<file path="src/hw/rtl/sprite_quad_vertex_expander_assert.svh">
// assertion macros for the sprite quad vertex expander
// expects clk and arst_n in the scope of use
`ifndef SPRITE_QUAD_VERTEX_EXPANDER_ASSERT_SVH
`define SPRITE_QUAD_VERTEX_EXPANDER_ASSERT_SVH

// same-cycle implication, off while in reset
`define SVQE_ASSERT_NOW(lbl, ante, cons) \
	lbl: assert property (@(posedge clk) disable iff (!arst_n) (ante) |-> (cons)) \
		else $error("svqe check failed");

// next-cycle implication, off while in reset
`define SVQE_ASSERT_NEXT(lbl, ante, cons) \
	lbl: assert property (@(posedge clk) disable iff (!arst_n) (ante) |=> (cons)) \
		else $error("svqe check failed");

`endif

</file>
<file path="src/hw/rtl/svqe_pkg.sv">
// shared types, constants and helper functions of the sprite quad vertex expander
// no dependencies
`default_nettype none
package svqe_pkg;

	localparam int POS_WIDTH    = 24;
	localparam int UV_FRAC_BITS = 16;
	localparam int TC_WIDTH     = UV_FRAC_BITS + 4;
	localparam int UV_SHIFT     = UV_FRAC_BITS - 8 + 1;
	localparam int ROT_WIDTH    = 17;
	localparam int TEX_WIDTH    = 15;
	localparam int DEPTH_WIDTH  = 16;
	localparam int COLOUR_WIDTH = 32;
	localparam int CFG_WIDTH    = 16;
	localparam int P_WIDTH      = POS_WIDTH + 1;
	localparam int CS_WIDTH     = 20;
	localparam int Z_WIDTH      = 25;
	localparam int PROD_WIDTH   = P_WIDTH + CS_WIDTH;
	localparam int RND_WIDTH    = PROD_WIDTH + 1 - 16;
	localparam int DEG_FULL     = 46080;
	localparam int DEG_HALF     = 23040;
	localparam int DEG_QUARTER  = 11520;
	localparam int CORDIC_GAIN  = 39797;
	localparam int IN_BYTES     = 37;
	localparam int OUT_BYTES    = 17;

	typedef logic signed [POS_WIDTH-1:0] pos_t;
	typedef logic signed [P_WIDTH-1:0]   ext_t;
	typedef logic signed [TC_WIDTH-1:0]  uv_t;
	typedef logic signed [CS_WIDTH-1:0]  cs_t;
	typedef logic signed [Z_WIDTH-1:0]   ang_t;

	typedef enum logic [1:0] {
		REG_TEX_WIDTH  = 2'd0,
		REG_TEX_HEIGHT = 2'd1,
		REG_DEPTH_Z    = 2'd2
	} cfg_reg_t;

	typedef struct packed {
		cs_t  x;
		cs_t  y;
		ang_t z;
	} rot_vec_t;

	// arctangent of 2^-i in degrees, Q.16
	function automatic ang_t atan_deg(input logic [3:0] i);
		ang_t r;
		case (i)
			4'd0:    r = 25'sd2949120;
			4'd1:    r = 25'sd1740967;
			4'd2:    r = 25'sd919879;
			4'd3:    r = 25'sd466945;
			4'd4:    r = 25'sd234379;
			4'd5:    r = 25'sd117304;
			4'd6:    r = 25'sd58666;
			4'd7:    r = 25'sd29335;
			4'd8:    r = 25'sd14668;
			4'd9:    r = 25'sd7334;
			4'd10:   r = 25'sd3667;
			4'd11:   r = 25'sd1833;
			4'd12:   r = 25'sd917;
			4'd13:   r = 25'sd458;
			4'd14:   r = 25'sd229;
			default: r = 25'sd115;
		endcase
		return r;
	endfunction

	// one micro-rotation
	function automatic rot_vec_t cordic_step(input rot_vec_t v, input logic [3:0] i);
		rot_vec_t r;
		cs_t xs;
		cs_t ys;
		xs = v.x >>> i;
		ys = v.y >>> i;
		if (v.z >= 0) begin
			r.x = v.x - ys;
			r.y = v.y + xs;
			r.z = v.z - atan_deg(i);
		end else begin
			r.x = v.x + ys;
			r.y = v.y - xs;
			r.z = v.z + atan_deg(i);
		end
		return r;
	endfunction

	// clamp a wider position sum into the position range
	function automatic pos_t sat_pos(input logic signed [RND_WIDTH:0] v);
		pos_t r;
		if (v > (RND_WIDTH+1)'(2**(POS_WIDTH-1) - 1))
			r = pos_t'(2**(POS_WIDTH-1) - 1);
		else if (v < -(RND_WIDTH+1)'(2**(POS_WIDTH-1)))
			r = pos_t'(-(2**(POS_WIDTH-1)));
		else
			r = v[POS_WIDTH-1:0];
		return r;
	endfunction

endpackage
`default_nettype wire

</file>
<file path="src/hw/rtl/svqe_cordic.sv">
// pipelined sine and cosine of a rotation in 1/128 degree units, nine register stages
// depends on svqe_pkg
`default_nettype none
module svqe_cordic (
	input  wire logic                             clk,
	input  wire logic                             en,
	input  wire logic signed [svqe_pkg::ROT_WIDTH-1:0] rot,
	output logic signed [svqe_pkg::CS_WIDTH-1:0]  cos_val,
	output logic signed [svqe_pkg::CS_WIDTH-1:0]  sin_val
);
	import svqe_pkg::*;

	logic signed [17:0] r0, r1, r2, r3, af;
	logic               fneg;
	ang_t               zin;

	rot_vec_t vec_s [0:8];
	logic     neg_s [0:7];
	logic     zero_s[0:7];

	// reduce to [-180,180) then fold into [-90,90]
	always_comb begin
		r0 = 18'(rot);
		r1 = (r0 < 0) ? r0 + 18'sd46080 : r0;
		if (r1 < 0)
			r2 = r1 + 18'sd46080;
		else if (r1 >= 18'sd46080)
			r2 = r1 - 18'sd46080;
		else
			r2 = r1;
		r3 = (r2 >= 18'sd23040) ? r2 - 18'sd46080 : r2;
		fneg = 1'b0;
		af = r3;
		if (r3 > 18'sd11520) begin
			af = r3 - 18'sd23040;
			fneg = 1'b1;
		end else if (r3 < -18'sd11520) begin
			af = r3 + 18'sd23040;
			fneg = 1'b1;
		end
		zin = Z_WIDTH'(af) <<< 9;
	end

	always_ff @(posedge clk) begin
		if (en) begin
			vec_s[0].x <= cs_t'(CORDIC_GAIN);
			vec_s[0].y <= '0;
			vec_s[0].z <= zin;
			neg_s[0]   <= fneg;
			zero_s[0]  <= (rot == '0);
		end
	end

	// two micro-rotations per stage
	for (genvar k = 0; k < 8; k++) begin : g_stage
		rot_vec_t v0, v1;
		always_comb begin
			v0 = cordic_step(vec_s[k], 4'(2*k));
			v1 = cordic_step(v0, 4'(2*k+1));
		end
		if (k < 7) begin : g_mid
			always_ff @(posedge clk) begin
				if (en) begin
					vec_s[k+1]  <= v1;
					neg_s[k+1]  <= neg_s[k];
					zero_s[k+1] <= zero_s[k];
				end
			end
		end else begin : g_last
			always_ff @(posedge clk) begin
				if (en) begin
					vec_s[8].z <= v1.z;
					if (zero_s[7]) begin
						vec_s[8].x <= cs_t'(65536);
						vec_s[8].y <= '0;
					end else begin
						vec_s[8].x <= neg_s[7] ? -v1.x : v1.x;
						vec_s[8].y <= neg_s[7] ? -v1.y : v1.y;
					end
				end
			end
		end
	end

	assign cos_val = vec_s[8].x;
	assign sin_val = vec_s[8].y;

endmodule
`default_nettype wire

</file>
<file path="config.mk">
export PLATFORM = sky130hd
export DESIGN_NAME = svqe_cordic
export DESIGN_NICKNAME = d
export VERILOG_FILES = /design/src/hw/rtl/sprite_quad_vertex_expander_assert.svh /design/src/hw/rtl/svqe_pkg.sv /design/src/hw/rtl/svqe_cordic.sv
export SDC_FILE = /design/constraint.sdc
export NUM_CORES = 2
export LEC_CHECK = 0
export BUFFER_PORTS_ARGS = -buffer_cell sky130_fd_sc_hd__buf_2
export CORE_MARGIN = 3
export CORE_UTILIZATION = 51
export CTS_CLUSTER_DIAMETER = 60
export CTS_CLUSTER_SIZE = 30
export DETAILED_ROUTE_END_ITERATION = 8
export PLACE_DENSITY = 0.66
export SETUP_SLACK_MARGIN = 0.1
export SLEW_MARGIN = 20
export SYNTH_ARGS = -nofsm -noshare
export SYNTH_HDL_FRONTEND = slang
export SYNTH_SLANG_ARGS = --single-unit
</file>
<file path="constraint.sdc">
create_clock -name clk -period 10.68 [get_ports clk]
set_input_delay 2.67 -clock clk [delete_from_list [all_inputs] [get_ports clk]]
set_output_delay 2.67 -clock clk [all_outputs]
set_load 0.05 [all_outputs]
</file>
==> summary.txt <==
Layout
  – Synth-to-Final Area Change: 7.55%
  – Most frequent cells in the layout: 919 x ha_1, 650 x nor2_1, 623 x xnor2_1
  – # diodes: 0
  – Share of cells above drive strength 1: between 4 and 5%
  – Post-route insts no fill: approximately 8.9k
  – Final Cell Area: roughly 66000 um2
  – Nets: around 8.2k
  – Most common cell after layout, fill and taps aside: ha_1

Hold path
  – Hold Path Class: reg -> reg

Worst setup path
  – Worst EP required: between 10 and 15 ns
  – Worst setup SP type: flop
  – Crit end category: flop
  – Crit Path Category: reg -> reg
  – FF-to-FF setup slack: 2.10 ns
  – Most used cell, CP: a21o_1
  – Crit path DAT: just over 9 ns
  – Slowest stage delay, CP: just over 0.6 ns
  – Crit Path Max Fanout: 36
  – Critical Path Slowest Stage Cell: inv_1

Clock tree
  – Cts repair resizes: 0
  – Clk root buf: clkbuf_16
  – Clock Sinks: 492
  – Setup bufs post-CTS: 0
  – Clock Latency Late Sink: around 0.64 ns
  – Maximum level of the CTS H-tree: 3
  – CTS buffer count: 67
  – CTS tree: done
  – Clk buf depth: 3
  – Clock slew at reported path FFs: about 0.060 ns
  – Number of buffers inserted by hold repair at cts: 0

Drt
  – Residual DRC: 0
  – Total number of vias: roughly 51k
  – Drt initial violations: between 3k and 4k
  – DR top layer: met4
  – DR WL met2: around 70000 um
  – Drt total wl: roughly 150000 um
  – Met3 routed WL: roughly 6000 um
  – First-pass DRT Iterations: 6
  – Vias/cell: ~5.8
  – M1 WL: about 68000 um
  – Post-DR wirelength/cell: 16.5 um
  – Routed Antenna Nets: 0

Timing
  – Slew @ Worst Pin: around 1.2 ns
  – RSZ-0062 raised after global routing: no
  – Slew margin rel.: roughly a fifth
  – Fmax: 117 MHz
  – Final hold vios: 0
  – Final TNS setup: 0 ns
  – Max-slew violation count: 0
  – Fin crit period: approximately 8.6 ns
  – Final setup fails: 0
  – Final Cycle Share: about 80%
  – Final Skew: roughly 0.036 ns

Global routing
  – Vias in the first global route: ~48k
  – Grt total ovfl: 0
  – Largest net degree at the start of global routing: 188
  – Initial antenna violation count: 0
  – First-pass GRT wire length: approximately 240000 um
  – Total GRT Usage: about 23%

Yosys
  – Yosys top cell area share: 24.2%
  – Post-synthesis cell type count: about 110
  – Synthesized area per cell: about 8.6 um2
  – Register area share after synthesis: between 20% and 30%
  – Cells after Synth: slightly above 7k
  – EDFF count, synth: 492
  – Syn Nets: just over 8k
  – Synth top area cells: edfxtp_1 24%, ha_1 19%, xnor2_1 9.0%, xor2_1 4.5%, a21oi_1 4.4%
  – Yosys Warn Count: 0
  – Cell taking the most area after synthesis: edfxtp_1
  – Async SR Flop Fraction: 0%
  – Dominant synthesized flop cell: edfxtp_1
  – Synthesized area: ~61000 um2
  – #FFs+latches synth: 492

Run
  – Max-cap violations: 0

Placement
  – Dpl cells: just under 9k
  – Routability Congestion: just over 0.9
  – Detail Placement HPWL: around 120000 um
  – DP Area: about 63000 um2
  – PortBufs: between 50 and 60

Floorplan
  – Initial Util: 51.5%
  – Io pins: 59
  – Die W: between 300 and 400 um
  – Die span in y: ~350 um
  – Num rows: 126
  – Die ar.: roughly 120000 um2
  – Core area: 118000 um2

Status
  – Status: finished, final reports clean
==> sequential cells by signal, indices dropped and copies added, names as in the netlist <==
name	count
vec_s	476
neg_s	8
zero_s	8
==> cell type report <==
class,count,area [um2]
Tap cell,1600,2000
Clock buffer,68,1700
Inverter,474,1780
Fill cell,10762,52800
Multi-Input combinational cell,6088,44200
Sequential cell,492,14800
Timing Repair Buffer,86,523
Clock inverter,53,652
==> logic make-up (layout without fill, tap and decap cells) <==
logic type	after synthesis	after routing	share of synthesized area, %
AO/OA/AOI/OAI	1998	1998	21.2
XOR/XNOR	945	945	13.7
adder cells (fa/ha/maj)	958	958	20.1
buffers and inverters	552	681	3.40
flip-flops	492	492	24.2
multiplexers	30	30	0.517
other	1	1	0.00615
AND/OR/NAND/NOR	2156	2156	16.9
==> cell usage after synthesis, drive strengths merged, types with 38 or more instances <==
master,n
ha,919
nor2,650
xnor2,627
a21oi,536
nand2,528
edfxtp,492
o21ai,490
inv,471
xor2,315
nor3,190
a21o,176
nand3,159
o21a,121
nand2b,119
nor2b,112
or3,98
a21boi,77
o31ai,77
clkbuf,70
a31oi,65
o21bai,64
and3,63
o211ai,55
or2,50
a211oi,48
fa,39
o41ai,38
==> stage by stage <==
| stage | setup WS (ns) | utilization [%] | hold slack, ns |
|---|---|---|---|
| 6_report | 2.10 | 55.4 | 0.422 |
| 5_1_grt | 1.22 | 55.4 | 0.438 |
| 4_1_cts | 2.15 | 55.4 | 0.427 |
| 3_5_place_dp | 2.21 | 53.4 | 0.409 |
| 3_3_place_gp | 2.43 | 53.4 | 0.402 |
| 2_1_floorplan | 3.31 | - | 0.400 |
==> path summary, 6_finish.rpt <==
kind / from / depth (start not counted) / endpoint
worst min-delay path: neg_s[1][2] / 0 / neg_s[1][3]
worst max-delay path: vec_s[7][24] / 28 / vec_s[8][64]
worst max register to register: vec_s[7][24] / 28 / vec_s[8][64]
worst min register to register: neg_s[1][2] / 0 / neg_s[1][3]
==> worst max-delay path: cells and delay by family, from the launching register on <==
family	cells	cell delay (ns)
AOI/OAI and AO/OA	13	3.40
and+or+nand+nor	7	1.97
xor gates and xnor gates	4	1.09
buffers and inverters	2	0.86
adders and majority gates	2	0.73
DFF	1	0.35
==> metal layers <==
layer  vias to the layer above  GRT usage [%]
met5                         -              0
met4                         0           6.97
met3                       199           2.96
met2                       930           39.5
met1                     23713           30.6
li1                      26246              -
Power is not shown: default switching activity piles up to over one toggle a cycle in this logic, so the estimate is an artifact.
