### src/hw/rtl/sprite_quad_vertex_expander_assert.svh
// assertion macros for the sprite quad vertex expander
// expects clk and arst_n in the scope of use
`ifndef SPRITE_QUAD_VERTEX_EXPANDER_ASSERT_SVH
`define SPRITE_QUAD_VERTEX_EXPANDER_ASSERT_SVH

// same-cycle implication, off while in reset
`define SVQE_ASSERT_NOW(lbl, ante, cons) \
	lbl: assert property (@(posedge clk) disable iff (!arst_n) (ante) |-> (cons)) \
		else $error("svqe check failed");

// next-cycle implication, off while in reset
`define SVQE_ASSERT_NEXT(lbl, ante, cons) \
	lbl: assert property (@(posedge clk) disable iff (!arst_n) (ante) |=> (cons)) \
		else $error("svqe check failed");

`endif

### src/hw/rtl/svqe_pkg.sv
// shared types, constants and helper functions of the sprite quad vertex expander
// no dependencies
`default_nettype none
package svqe_pkg;

	localparam int POS_WIDTH    = 24;
	localparam int UV_FRAC_BITS = 16;
	localparam int TC_WIDTH     = UV_FRAC_BITS + 4;
	localparam int UV_SHIFT     = UV_FRAC_BITS - 8 + 1;
	localparam int ROT_WIDTH    = 17;
	localparam int TEX_WIDTH    = 15;
	localparam int DEPTH_WIDTH  = 16;
	localparam int COLOUR_WIDTH = 32;
	localparam int CFG_WIDTH    = 16;
	localparam int P_WIDTH      = POS_WIDTH + 1;
	localparam int CS_WIDTH     = 20;
	localparam int Z_WIDTH      = 25;
	localparam int PROD_WIDTH   = P_WIDTH + CS_WIDTH;
	localparam int RND_WIDTH    = PROD_WIDTH + 1 - 16;
	localparam int DEG_FULL     = 46080;
	localparam int DEG_HALF     = 23040;
	localparam int DEG_QUARTER  = 11520;
	localparam int CORDIC_GAIN  = 39797;
	localparam int IN_BYTES     = 37;
	localparam int OUT_BYTES    = 17;

	typedef logic signed [POS_WIDTH-1:0] pos_t;
	typedef logic signed [P_WIDTH-1:0]   ext_t;
	typedef logic signed [TC_WIDTH-1:0]  uv_t;
	typedef logic signed [CS_WIDTH-1:0]  cs_t;
	typedef logic signed [Z_WIDTH-1:0]   ang_t;

	typedef enum logic [1:0] {
		REG_TEX_WIDTH  = 2'd0,
		REG_TEX_HEIGHT = 2'd1,
		REG_DEPTH_Z    = 2'd2
	} cfg_reg_t;

	typedef struct packed {
		cs_t  x;
		cs_t  y;
		ang_t z;
	} rot_vec_t;

	// arctangent of 2^-i in degrees, Q.16
	function automatic ang_t atan_deg(input logic [3:0] i);
		ang_t r;
		case (i)
			4'd0:    r = 25'sd2949120;
			4'd1:    r = 25'sd1740967;
			4'd2:    r = 25'sd919879;
			4'd3:    r = 25'sd466945;
			4'd4:    r = 25'sd234379;
			4'd5:    r = 25'sd117304;
			4'd6:    r = 25'sd58666;
			4'd7:    r = 25'sd29335;
			4'd8:    r = 25'sd14668;
			4'd9:    r = 25'sd7334;
			4'd10:   r = 25'sd3667;
			4'd11:   r = 25'sd1833;
			4'd12:   r = 25'sd917;
			4'd13:   r = 25'sd458;
			4'd14:   r = 25'sd229;
			default: r = 25'sd115;
		endcase
		return r;
	endfunction

	// one micro-rotation
	function automatic rot_vec_t cordic_step(input rot_vec_t v, input logic [3:0] i);
		rot_vec_t r;
		cs_t xs;
		cs_t ys;
		xs = v.x >>> i;
		ys = v.y >>> i;
		if (v.z >= 0) begin
			r.x = v.x - ys;
			r.y = v.y + xs;
			r.z = v.z - atan_deg(i);
		end else begin
			r.x = v.x + ys;
			r.y = v.y - xs;
			r.z = v.z + atan_deg(i);
		end
		return r;
	endfunction

	// clamp a wider position sum into the position range
	function automatic pos_t sat_pos(input logic signed [RND_WIDTH:0] v);
		pos_t r;
		if (v > (RND_WIDTH+1)'(2**(POS_WIDTH-1) - 1))
			r = pos_t'(2**(POS_WIDTH-1) - 1);
		else if (v < -(RND_WIDTH+1)'(2**(POS_WIDTH-1)))
			r = pos_t'(-(2**(POS_WIDTH-1)));
		else
			r = v[POS_WIDTH-1:0];
		return r;
	endfunction

endpackage
`default_nettype wire

### src/hw/rtl/svqe_uv_div.sv
// pipelined texture coordinate divider: round(p * 2^(frac-8) / size), saturated
// nine register stages, four quotient bits in each of stages 3 to 7; depends on svqe_pkg
`default_nettype none
module svqe_uv_div (
	input  wire logic                                clk,
	input  wire logic                                en,
	input  wire logic signed [svqe_pkg::P_WIDTH-1:0] p,
	input  wire logic [svqe_pkg::TEX_WIDTH-1:0]      size,
	output logic signed [svqe_pkg::TC_WIDTH-1:0]     uv
);
	import svqe_pkg::*;

	localparam int NW = P_WIDTH + UV_SHIFT + 2;
	localparam int DW = TEX_WIDTH + 1;

	ext_t            p_s1;
	logic [DW-1:0]   d_s1;
	logic signed [NW-1:0] num;
	logic signed [NW-1:0] nabs;

	logic [DW-1:0]       rem_s [2:7];
	logic [TC_WIDTH-1:0] q_s   [2:7];
	logic [DW-1:0]       d_s   [2:7];
	logic                ovf_s [2:8];
	logic                neg_s [2:8];
	logic [TC_WIDTH:0]   mag_s8;
	uv_t                 uv_s9;

	always_ff @(posedge clk) begin
		if (en) begin
			p_s1 <= p;
			d_s1 <= {(size == '0) ? TEX_WIDTH'(1) : size, 1'b0};
		end
	end

	// numerator plus half the divisor, magnitude and overflow test
	always_comb begin
		num  = (NW'(p_s1) <<< UV_SHIFT) + signed'(NW'(d_s1[DW-1:1]));
		nabs = (num < 0) ? -num : num;
	end

	always_ff @(posedge clk) begin
		if (en) begin
			rem_s[2] <= DW'(nabs[NW-2:TC_WIDTH]);
			q_s[2]   <= nabs[TC_WIDTH-1:0];
			d_s[2]   <= d_s1;
			ovf_s[2] <= DW'(nabs[NW-2:TC_WIDTH]) >= d_s1;
			neg_s[2] <= num < 0;
		end
	end

	for (genvar k = 3; k <= 7; k++) begin : g_iter
		logic [DW-1:0]       rem_n;
		logic [TC_WIDTH-1:0] q_n;
		logic [DW:0]         trial;
		always_comb begin
			rem_n = rem_s[k-1];
			q_n   = q_s[k-1];
			trial = '0;
			for (int b = 0; b < 4; b++) begin
				trial = {rem_n, q_n[TC_WIDTH-1]};
				if (trial >= (DW+1)'(d_s[k-1])) begin
					rem_n = DW'(trial - (DW+1)'(d_s[k-1]));
					q_n   = {q_n[TC_WIDTH-2:0], 1'b1};
				end else begin
					rem_n = trial[DW-1:0];
					q_n   = {q_n[TC_WIDTH-2:0], 1'b0};
				end
			end
		end
		always_ff @(posedge clk) begin
			if (en) begin
				rem_s[k] <= rem_n;
				q_s[k]   <= q_n;
				d_s[k]   <= d_s[k-1];
				ovf_s[k] <= ovf_s[k-1];
				neg_s[k] <= neg_s[k-1];
			end
		end
	end

	// floor of a negative quotient rounds away from zero
	always_ff @(posedge clk) begin
		if (en) begin
			mag_s8   <= (TC_WIDTH+1)'(q_s[7])
			          + (TC_WIDTH+1)'(neg_s[7] && (rem_s[7] != '0));
			ovf_s[8] <= ovf_s[7];
			neg_s[8] <= neg_s[7];
		end
	end

	always_ff @(posedge clk) begin
		if (en) begin
			if (neg_s[8]) begin
				if (ovf_s[8] || mag_s8 > (TC_WIDTH+1)'(2**(TC_WIDTH-1)))
					uv_s9 <= uv_t'(-(2**(TC_WIDTH-1)));
				else
					uv_s9 <= -uv_t'(mag_s8[TC_WIDTH-1:0]);
			end else begin
				if (ovf_s[8] || mag_s8 > (TC_WIDTH+1)'(2**(TC_WIDTH-1) - 1))
					uv_s9 <= uv_t'(2**(TC_WIDTH-1) - 1);
				else
					uv_s9 <= uv_t'(mag_s8[TC_WIDTH-1:0]);
			end
		end
	end

	assign uv = uv_s9;

endmodule
`default_nettype wire

### config.mk
export PLATFORM = sky130hd
export DESIGN_NAME = svqe_uv_div
export DESIGN_NICKNAME = d
export VERILOG_FILES = /design/src/hw/rtl/sprite_quad_vertex_expander_assert.svh /design/src/hw/rtl/svqe_pkg.sv /design/src/hw/rtl/svqe_uv_div.sv
export SDC_FILE = /design/constraint.sdc
export NUM_CORES = 1
export LEC_CHECK = 0
export BUFFER_PORTS_ARGS = -buffer_cell sky130_fd_sc_hd__buf_4
export CAP_MARGIN = 15
export CORE_MARGIN = 10
export CORE_UTILIZATION = 50
export DETAILED_ROUTE_END_ITERATION = 16
export PLACE_DENSITY_LB_ADDON = 0.3
export SYNTH_ARGS = -nofsm -noshare
export SYNTH_HDL_FRONTEND = slang
export SYNTH_SLANG_ARGS = --single-unit
### constraint.sdc
create_clock -name clk -period 24.9 [get_ports clk]
set_input_delay 3.735 -clock clk [delete_from_list [all_inputs] [get_ports clk]]
set_output_delay 3.735 -clock clk [all_outputs]
set_load 0.03 [all_outputs]
==> metrics, run 1 <==
Final GP Congestion=0.9807; sequential area share after synthesis=0.3606; Synth area leader=edfxtp_1; post-DP HPWL=between 60000 and 70000 um; IO Pins=62; Reg2Reg Depth=40; CTS clk-pin slew, worst paths=60 ps; slowest cell on the critical path=a221oi_2; clock sinks=380; cell mode on critical path=o21ai_0; PostCTS Resize Cnt=0; DRC viols=0; worst path required time=about 25000 ps; multi-input logic area=~19000 um^2; Final TNS setup=0 ps; post-route core utilization=0.5470; postcts setup bufs=0; Largest stage delay, worst path=between 600 and 700 ps; filler cell count=approximately 5600; Sequential Area=around 11000 um^2; final wirelength=around 85000 um; fin crit share=0.4883; die area=between 70000 and 80000 um^2; CTS buffer count=43; startpoint type of the worst setup path=flip-flop; number of enable flip-flop cells after synthesis=380; area share of the largest cell type after synthesis=0.3606; largest net degree at the start of global routing=92; Fin Hold WS=between 400 and 500 ps; worst hold path type=flip-flop to flip-flop; layout cell share with drive strength beyond 1=0.08761; Mean Syn Cell Area=9.572 um^2; Nets=approximately 3700; Vias=about 26000; hold buffers post-CTS=0; #FFs+latches synth=380; RSZ-0062 raised after global routing=false; WS Path Type=flip-flop to flip-flop; Clock Skew=~23 ps; maximum clock rate=roughly 80 MHz; met3 Use GR=0.02523; Finished Layout Cells=4236; Synth cell types=87; vias in the first global route=between 20000 and 25000; Wirelength per Cell=between 20 and 25 um; Antenna Violating Nets Remaining=0; DR pass1 iterations=8; Skew-Pair Late Insertion Delay=about 580 ps; YS warnings=0; Critical Path AT=12490 ps; htree depth=2; Setup-failing EPs final=0; Slew headroom=0.2771; Worst path depth=40; placed insts=4157; Initial DRC Count=roughly 2500; Post-Syn Instances=3306; Post-synth ARST share=0; Final Hold Fails=0; GRT Total Usage=0.2233; port bufs=61; total of max-cap violations=0; ranking of synthesized cells by area=edfxtp_1 36%, ha_1 13%, xnor2_1 5.2%, a21oi_1 4.2%, mux2_2 3.9%; gr busiest metal=met2; final-report max-slew violation count=0; initial antenna violation count=1; Clock Path Buffers=3; CP endpoint kind=flip-flop; most frequent cell after synthesis=edfxtp_1; vias per cell=around 6.0; min cycle time layout=around 12000 ps; Cells on Worst Hold Path=0; Synth top cells by count=380 x edfxtp_1, 326 x ha_1, 264 x a21oi_1; Initial Util=0.5035; Post-synth top flop=edfxtp_1; CTS root buffer=clkbuf_16; Synth Cell Area=roughly 32000 um^2; die span in y=~270 um; antenna cell count=0; status=complete, no violations; Core Box Area=between 60000 and 70000 um^2; num rows=between 90 and 100; area growth from synthesis to layout=8.627%; GR Util met2=0.3734; CTS tree=built; CP Buf/Inv Count=4; met1 Use GR=0.2891; worst-path fanout max=17; grt total ovfl=0; Die Width=271.6 um; family with the most delay on the worst path=compound AO/OA/AOI/OAI gates; first-pass GRT wire length=between 100000 and 150000 um; worst slew pin tran=approximately 1100 ps
[registers in the layout, summed over array words and instances (netlist names)]
| signal | flops |
|---|---|
| d_s | 70 |
| neg_s | 7 |
| mag_s8 | 21 |
| q_s | 120 |
| ovf_s | 7 |
| p_s1 | 25 |
| d_s1 | 15 |
| uv | 20 |
| rem_s | 95 |
[metal layers]
layer  share of wire  vias to the layer above
met3           0.054                      173
met1            0.43                    12010
met4           0.044                        2
li1                -                    12490
met2            0.47                      833
met5         0.00015                        -
[per-stage QoR]
step	setup WS [ps]	cell area [um^2]
2_1_floorplan	14880	31650
3_3_place_gp	12980	32990
3_5_place_dp	12940	32990
4_1_cts	12860	34380
5_1_grt	11890	34380
6_report	12740	34380
[worst paths after layout]
check                                 from           end  slack [ps]
worst max-delay path            d_s[0][82]  rem_s[0][99]       12740
worst max register to register  d_s[0][82]  rem_s[0][99]       12740
worst min-delay path            q_s[0][46]    q_s[0][70]         410
worst min register to register  q_s[0][46]    q_s[0][70]         410
[logic make-up after synthesis]
| kind of cell | Yosys count | synth area share |
|---|---|---|
| muxes | 147 | 0.05096 |
| adders and majority gates | 347 | 0.1422 |
| DFF | 380 | 0.3606 |
| AOI/OAI and AO/OA | 913 | 0.1864 |
| and+or+nand+nor | 913 | 0.1443 |
| xor gates and xnor gates | 271 | 0.07500 |
| buffers and inverters | 334 | 0.04052 |
| other | 1 | 0.0001185 |
[worst register-to-register path, delay by kind of cell, from the launching register on]
kind / cells / cell delay, ps
fa+ha+maj: 4 / 1550
compound gates: 21 / 5230
mux: 3 / 1060
simple gates: 8 / 2330
buf+inv: 4 / 1180
flops: 1 / 590
[layout make-up]
type / count / share of cell area
clock inverters: 24 / 0.007862
clock buffers: 55 / 0.03261
flip-flops and latches: 380 / 0.3319
well taps: 846 / 0.03079
inverters: 264 / 0.02883
repair buffers: 74 / 0.01638
multi-input cells: 2593 / 0.5516
[cells in the final DEF, fill, tap and decap left out, types with 14 or more instances in the layout]
cell and instances:
o311ai_0 19, o21bai_1 21, a31oi_1 22, nand3_1 82, edfxtp_1 380, o21a_1 48, nor3_1 71, clkbuf_16 43
xnor2_1 189, a211oi_1 24, a21boi_0 14, xor2_1 82, a21oi_1 264, nor2b_1 48, o21ai_0 214, ha_1 326
and3_1 30, o211ai_1 25, nand4_1 60, a211o_1 20, or3_1 27, inv_1 260, nand2b_1 47, nand2_1 224
a21o_1 82, nor4_1 27, o31ai_1 17, o221ai_1 19, mux2_2 110, or2_2 21, buf_4 73, mux2i_1 36
nor2_1 209, fa_1 21
Power of run 1 is not shown: default switching activity piles up to over one toggle a cycle in this logic, so the estimate is an artifact.
==> run 2, diff against run 1 <==
clock period = 11.95 ns   (was 24.9 ns; I/O delays follow)
==> run 2 against run 1 <==
- global-route usage down 0.44 points
- routed wire length shrank 1.5%
- via count decreased by 0.20%
- critical path depth unchanged
- utilization rose by 0.17 points
- clock skew decreased by 3.9 ps
- hold slack improved by 2.6 ps
- clock-buffer cell count down 6
- register-to-register slack got worse by 12000 ps
==> metrics, run 2 (synthesis results as in run 1) <==
hold buffers post-CTS=0 (unchanged); Nets=3756 (was 3745); CTS root buffer=clkbuf_16 (unchanged); min cycle time layout=11130 ps (was 12160 ps); Core Box Area=62850 um^2 (unchanged); WS Path Type=flip-flop to flip-flop (unchanged); post-DP HPWL=67040 um (was 67830 um); DR pass1 iterations=8 (unchanged); cell mode on critical path=o21ai_0 (unchanged); area growth from synthesis to layout=8.971% (was 8.627%); final-report max-slew violation count=0 (unchanged); IO Pins=62 (unchanged); RSZ-0062 raised after global routing=false (unchanged); Initial Util=0.5035 (unchanged); Die Width=271.6 um (unchanged); Cells on Worst Hold Path=0 (unchanged); Final GP Congestion=0.9463 (was 0.9807); first-pass GRT wire length=130100 um (was 132800 um); largest reg by FF count=q_s (unchanged); Hold EP=q_s[0][79] (was q_s[0][70]); die area=73760 um^2 (unchanged); Slew headroom=0.3066 (was 0.2771); postcts setup bufs=0 (unchanged); Setup-failing EPs final=0 (unchanged); family with the most delay on the worst path=compound AO/OA/AOI/OAI gates (unchanged); Skew-Pair Late Insertion Delay=570 ps (was 580 ps); flip-flop count of the largest register after layout=120 (unchanged); most frequent cells in the layout=380 x edfxtp_1, 326 x ha_1, 264 x a21oi_1 (unchanged); CTS buffer count=43 (unchanged); num rows=92 (unchanged); port bufs=61 (unchanged); Reg2Reg Depth=40 (unchanged); clock sinks=380 (unchanged); total of max-cap violations=0 (unchanged); status=complete, no violations (unchanged); worst hold path type=flip-flop to flip-flop (unchanged); Clock Skew=18.98 ps (was 22.92 ps); worst path required time=12260 ps (was 25230 ps); Initial DRC Count=2292 (was 2478); worst slew pin tran=1040 ps (was 1084 ps); initial antenna violation count=2 (was 1); worst-path fanout max=16 (was 17); slowest cell on the critical path=edfxtp_1 (was a221oi_2); fin crit share=0.9315 (was 0.4883); Wirelength per Cell=19.83 um (was 20.17 um); vias in the first global route=23830 (was 23860); CTS tree=built (unchanged); htree depth=2 (unchanged); startpoint type of the worst setup path=flip-flop (unchanged); maximum clock rate=89.83 MHz (was 82.24 MHz); CP Buf/Inv Count=4 (unchanged); Critical Path AT=11440 ps (was 12490 ps); largest net degree at the start of global routing=91 (was 92); min-delay src=q_s[0][55] (was q_s[0][46]); CTS clk-pin slew, worst paths=60 ps (about the same); grt total ovfl=0 (unchanged); Reg2Reg Launch Point=d_s[0][82] (unchanged); Final TNS setup=0 ps (unchanged); Vias=25460 (was 25510); Clock Path Buffers=3 (unchanged); commonest non-fill, non-tap cell in the layout=edfxtp_1 (unchanged); Worst path depth=40 (unchanged); die span in y=271.6 um (unchanged); layout cell share with drive strength beyond 1=0.09270 (was 0.08761); CP endpoint kind=flip-flop (unchanged); final wirelength=84160 um (was 85450 um); Final Hold Fails=0 (unchanged); Antenna Violating Nets Remaining=0 (unchanged); largest registers=q_s (120), rem_s (95), d_s (70) (unchanged); DRC viols=0 (unchanged); PostCTS Resize Cnt=0 (unchanged); reg2reg end=rem_s[0][109] (was rem_s[0][99]); vias per cell=5.996 (was 6.021); r2r setup slk=820 ps (was 12740 ps); GRT Total Usage=0.2190 (was 0.2233); Largest stage delay, worst path=560 ps (was 630 ps)
[run 2: cell count changes in the layout (fill, tap and decap cells not counted), sizes merged]
cell and change:
inv +5, clkinv +2, buf +10, a21oi +1, clkinvlp -4, diode +1
clkbuf -6
[run 2: worst max-delay path by stage]
| stage | from | to | slack (ps) |
|---|---|---|---|
| 6_report | d_s[0][82] | rem_s[0][109] | 820 |
| 5_1_grt | d_s[0][98] | rem_s[0][113] | 70 |
| 4_1_cts | d_s[0][98] | rem_s[0][113] | 420 |
| 3_5_place_dp | d_s[0][98] | rem_s[0][113] | 420 |
| 3_3_place_gp | d_s[0][34] | rem_s[0][53] | 550 |
| 2_1_floorplan | d_s[0][50] | rem_s[0][72] | 1930 |
[run 2: worst register-to-register path, delay by kind of cell, from the launching register on]
| kind | cells | cell delay [ps] |
|---|---|---|
| AND/OR/NAND/NOR | 8 | 1900 |
| AO/OA/AOI/OAI | 22 | 5400 |
| flip-flops | 1 | 560 |
| multiplexers | 2 | 700 |
| adder cells (fa/ha/maj) | 4 | 1410 |
| buffers and inverters | 4 | 920 |
[run 2: per-stage QoR]
stage	hold slack, ps	cells	setup WS, ps	util	area (um^2)
floorplan	400.3	3307	1929	-	31650
detailed placement	404.5	4167	421.8	0.5260	33060
CTS	418.5	4243	416.7	0.5483	34460
global route	422.2	4244	68.43	0.5487	34480
finish	417.2	4245	818.4	0.5487	34490
global placement	401.4	4167	554.5	0.5260	33060
[run 2: area by class of cell]
type                       instances  area [um^2]
fill                            5678        28360
inverter                         264        991.0
multi-input combinational       2594        18990
timing repair buffer              84        638.1
tap                              846         1059
clock inverter                    27        277.8
antenna                            1        2.502
clock buffer                      49         1120
sequential                       380        11410
[run 2: layer usage]
| layer | routed length (um) | up-vias | global-route usage |
|---|---|---|---|
| li1 | - | 12520 | - |
| met1 | 35100 | 11950 | 0.2701 |
| met2 | 40520 | 800 | 0.3797 |
| met3 | 4821 | 186 | 0.02813 |
| met4 | 3705 | 2 | 0.09401 |
| met5 | 14 | - | 0 |
Power of run 2 is left out for the same reason.
